**src/hdl/atpf_pkg.sv**
```systemverilog
// Shared types and codes for the box table pair finder.
// Used by atpf_overlap, atpf_cell, aabb_table_pair_finder and tb_top; no dependencies.
`default_nettype none

package atpf_pkg;

    // Corner layout of a packed box: entry a is the lower corner, entry a + AXES the upper
    localparam int AXES = 3;
    localparam int BOX_WORDS = 2 * AXES;

    localparam logic [2:0] OP_INSERT = 3'd0;
    localparam logic [2:0] OP_REMOVE = 3'd1;
    localparam logic [2:0] OP_UPDATE = 3'd2;
    localparam logic [2:0] OP_TEST   = 3'd3;
    localparam logic [2:0] OP_FIND   = 3'd4;

    localparam logic [1:0] ST_OK     = 2'd0;
    localparam logic [1:0] ST_FULL   = 2'd1;
    localparam logic [1:0] ST_UNUSED = 2'd2;

    localparam int MARGIN_BITS = 16;
    localparam int SLOT_BITS = 5;

    typedef enum logic [2:0] {
        S_IDLE,
        S_FETCH,
        S_EXEC,
        S_SCAN,
        S_END
    } state_t;

    typedef struct packed {
        logic load;
        logic set_use;
        logic clr_use;
    } cell_ctl_t;

endpackage

`default_nettype wire

```
**src/hdl/atpf_overlap.sv**
```systemverilog
// Overlap test of two packed boxes; touching boxes count as overlapping.
// Depends on atpf_pkg for the box layout.
`default_nettype none

module atpf_overlap #(
    parameter int COORD_BITS = 24
) (
    input  wire logic [atpf_pkg::BOX_WORDS-1:0][COORD_BITS-1:0] box_a,
    input  wire logic [atpf_pkg::BOX_WORDS-1:0][COORD_BITS-1:0] box_b,
    output logic                                                 overlap
);

    logic [atpf_pkg::AXES-1:0] apart;

    always_comb
    begin
        for (int ax = 0; ax < atpf_pkg::AXES; ax++)
        begin
            apart[ax] = ($signed(box_a[ax + atpf_pkg::AXES]) < $signed(box_b[ax])) ||
                        ($signed(box_a[ax]) > $signed(box_b[ax + atpf_pkg::AXES]));
        end
    end

    assign overlap = ~|apart;

endmodule

`default_nettype wire

```
**config.mk**
```make
export PLATFORM = sky130hd
export DESIGN_NAME = atpf_overlap
export DESIGN_NICKNAME = d
export VERILOG_FILES = /design/src/hdl/atpf_pkg.sv /design/src/hdl/atpf_overlap.sv
export SDC_FILE = /design/constraint.sdc
export NUM_CORES = 1
export LEC_CHECK = 0
export BUFFER_PORTS_ARGS = -buffer_cell sky130_fd_sc_hd__buf_2
export CAP_MARGIN = 20
export CORE_AREA = 2 2 111 113
export DETAILED_ROUTE_END_ITERATION = 10
export DIE_AREA = 0 0 113 115
export GPL_ROUTABILITY_DRIVEN = 0
export GPL_TIMING_DRIVEN = 0
export PLACE_DENSITY = 0.65
export SLEW_MARGIN = 15
export SYNTH_ARGS = -nofsm -noshare
export SYNTH_HDL_FRONTEND = slang
export SYNTH_SLANG_ARGS = --single-unit
```
**constraint.sdc**
```tcl
create_clock -name vclk -period 2.07
set_input_delay 0.1035 -clock vclk [all_inputs]
set_output_delay 0.1035 -clock vclk [all_outputs]
set_load 0.05 [all_outputs]
```
==> run_results.csv <==
group,metric,value,unit
sta,slew_headroom,66.4,%
sta,worst_pin_slew,503,ps
routing,vias_per_cell,4.54,
yosys,yosysSeqAreaShare,0,%
routing,antenna_left,0,
yosys,syn_area_per_cell,7.09,um^2
place,dpl_cell_area,0.00528,mm^2
hold_path,hp-class,"input pin to output pin",
worst_setup_path,criticalPathCategory,"input pin to output pin",
sta,finalHoldViolations,0,
yosys,syn_nets,935,
power,peakVddDrop,73.5,uV
global_route,track_usage,15.0,%
final_layout,fin_area,0.00551,mm^2
yosys,ys_warn_count,0,
power,share_comb_of_total_power,100.0,%
yosys,synth.cell_area,0.00359,mm^2
routing,routedWlPerCell,11.8,um
yosys,yosys-top-cells-area,"ha_1 49%, inv_1 15%, a21oi_1 7.3%",
power,seqPwrFrac,0,%
final_layout,regArea,0,um^2
yosys,synth_cell_types,37,
power,switchingPower,0.460,mW
worst_setup_path,crit_arrival,2150,ps
floorplan,die_area,0.0130,mm^2
run,max_cap_viol_count,0,
final_layout,nClkBuffers,0,
run_status,status,"finished, violations left",
final_layout,antenna_cells,0,
sta,setup_tns,-180,ps
routing,drc,20,
global_route,grt_pass1_wl,16.7,mm
power,clkPwrFrac,0,%
final_layout,stdcell_count,943,
run_status,failed_checks,"design-rule violations, negative setup slack",
power,power_density,178,mW/mm^2
routing,drt_pass1_iterations,7,
yosys,yosys.area.top_type_share,49.2,%
place,numPortBuffers,289,
routing,routed_wl,11.1,mm
routing,drtIter0Drc,128,
sta,setup_violations,1,
sta,maxSlewViolCount,0,
hold_path,hp-start,"box_a[143]",
floorplan,rows,40,
worst_setup_path,crit_path_end_kind,"output pin",
worst_setup_path,worstPathMaxFanout,2,
power,fin_total_pwr,0.979,mW
global_route,grt_max_degree,6,
sta,finalCritPeriodShare,109,%
floorplan,ios,289,
sta,setup_slack,-180,ps
global_route,grt-ovfl-total,0,
hold_path,holdPathEnd,"overlap",
floorplan,die_w,113,um
power,power.share.switching,47.0,%
yosys,synth_cells,506,
final_layout,area_delta_synth_final,53.5,%
hold_path,worstHoldPathCells,5,
global_route,grt_pass1_vias,4083,
power,cell_internal_pwr,0.519,mW
final_layout,fin_nets,1227,
final_layout,nFlopsAndLatches,0,
sta,rsz0062_at_grt,"yes",
routing,dr_total_vias,4278,
place,dpl.hpwl,10.3,mm
floorplan,die_h,115,um
place,dpl.cell_count,942,
sta,min_period,2250,ps
floorplan,initial_core_util,30.4,%
yosys,yosys.area.top_type,"ha_1",
sta,fmax,0.445,GHz
worst_setup_path,cp.required,1970,ps
floorplan,core,0.0118,mm^2
final_layout,drive_above_1_share,40.7,%
power,leakage,3.49,nW
worst_setup_path,crit_path_start_kind,"input pin",
global_route,antenna_found_initial,0,
## cells in the final DEF, fill, tap and decap left out, drive strengths merged, types with 2 or more instances in the layout
master,instances
nand2,28
a21oi,52
o211ai,3
nand4,23
a21o,16
nor3,4
nand3,10
and4,3
a211oi,6
buf,290
mux2,2
nor4,4
nand2b,3
ha,141
a2111oi,5
nor2,17
inv,142
o21ai,26
a21boi,2
nor2b,4
## stage by stage
stage / setup slack [ps] / hold WS [ps] / utilization, %
2_1_floorplan: -296 / 593 / -
3_3_place_gp: -500 / 890 / 44.7
3_5_place_dp: -509 / 895 / 44.7
4_1_cts: -242 / 848 / 45.4
5_1_grt: -287 / 901 / 46.6
6_report: -180 / 851 / 46.6
## cell usage after synthesis, drive strengths merged, types with 2 or more instances
| library cell | number |
|---|---|
| a21o | 16 |
| o21ai | 26 |
| nor3 | 4 |
| inv | 142 |
| nor2 | 17 |
| a21oi | 52 |
| a2111oi | 5 |
| nand3 | 10 |
| mux2 | 2 |
| a21boi | 2 |
| nor2b | 4 |
| and4 | 3 |
| nor4 | 4 |
| ha | 141 |
| o211ai | 3 |
| nand2b | 3 |
| nand2 | 28 |
| nand4 | 23 |
| a211oi | 6 |
## per-layer routing
| metal | global-route usage [%] | up-vias | wire (um) |
|---|---|---|---|
| met2 | 29.6 | 164 | 5550 |
| met1 | 18.1 | 1767 | 4500 |
| li1 | - | 2341 | - |
| met5 | 0 | - | 0 |
| met3 | 2.21 | 6 | 977 |
| met4 | 0.569 | 0 | 71 |
## power groups by stage
stage | logic, mW | clock network [mW] | registers (mW)
2_1_floorplan | 0.512 | 0 | 0
3_3_place_gp | 0.909 | 0 | 0
3_5_place_dp | 0.918 | 0 | 0
4_1_cts | 0.949 | 0 | 0
5_1_grt | 1.13 | 0 | 0
6_report | 0.979 | 0 | 0
## how the worst max path moves through the flow
| stage | startpoint | to | cells after the start |
|---|---|---|---|
| floorplan | box_b[97] | overlap | 10 |
| global placement | box_b[97] | overlap | 12 |
| detailed placement | box_b[97] | overlap | 12 |
| CTS | box_b[97] | overlap | 12 |
| global route | box_a[77] | overlap | 11 |
| finish | box_b[97] | overlap | 12 |
## worst max-delay path, cell delays in order
cell       delay (ps)
buf_8             110
inv_12             40
ha_4              180
nor2b_4           120
o211ai_2          140
a21oi_2            70
o31a_1            280
or4b_4            530
nand3_4            90
o2111ai_4         120
nor4_4            170
buf_6             200
## what timing repair did
action / CTS / global route
resized for setup: 13 / 34
setup buffers: 0 / 1
hold buffers: 0 / 0
endpoints found under the setup margin: 1 / 1
pin swaps: 11 / 16
## cells by family after synthesis
kind of cell	after synthesis	synth area share [%]
mux	3	0.907
compound gates	120	20.7
simple gates	100	14.4
buf+inv	142	14.9
fa+ha+maj	141	49.2
## cell type report
class / count / area (um^2)
repair buffers: 290 / 1490
fillers: 1250 / 6300
multi-input cells: 364 / 3290
well taps: 147 / 184
inverters: 142 / 546
Note: power is estimated with default switching activity, not from simulation.
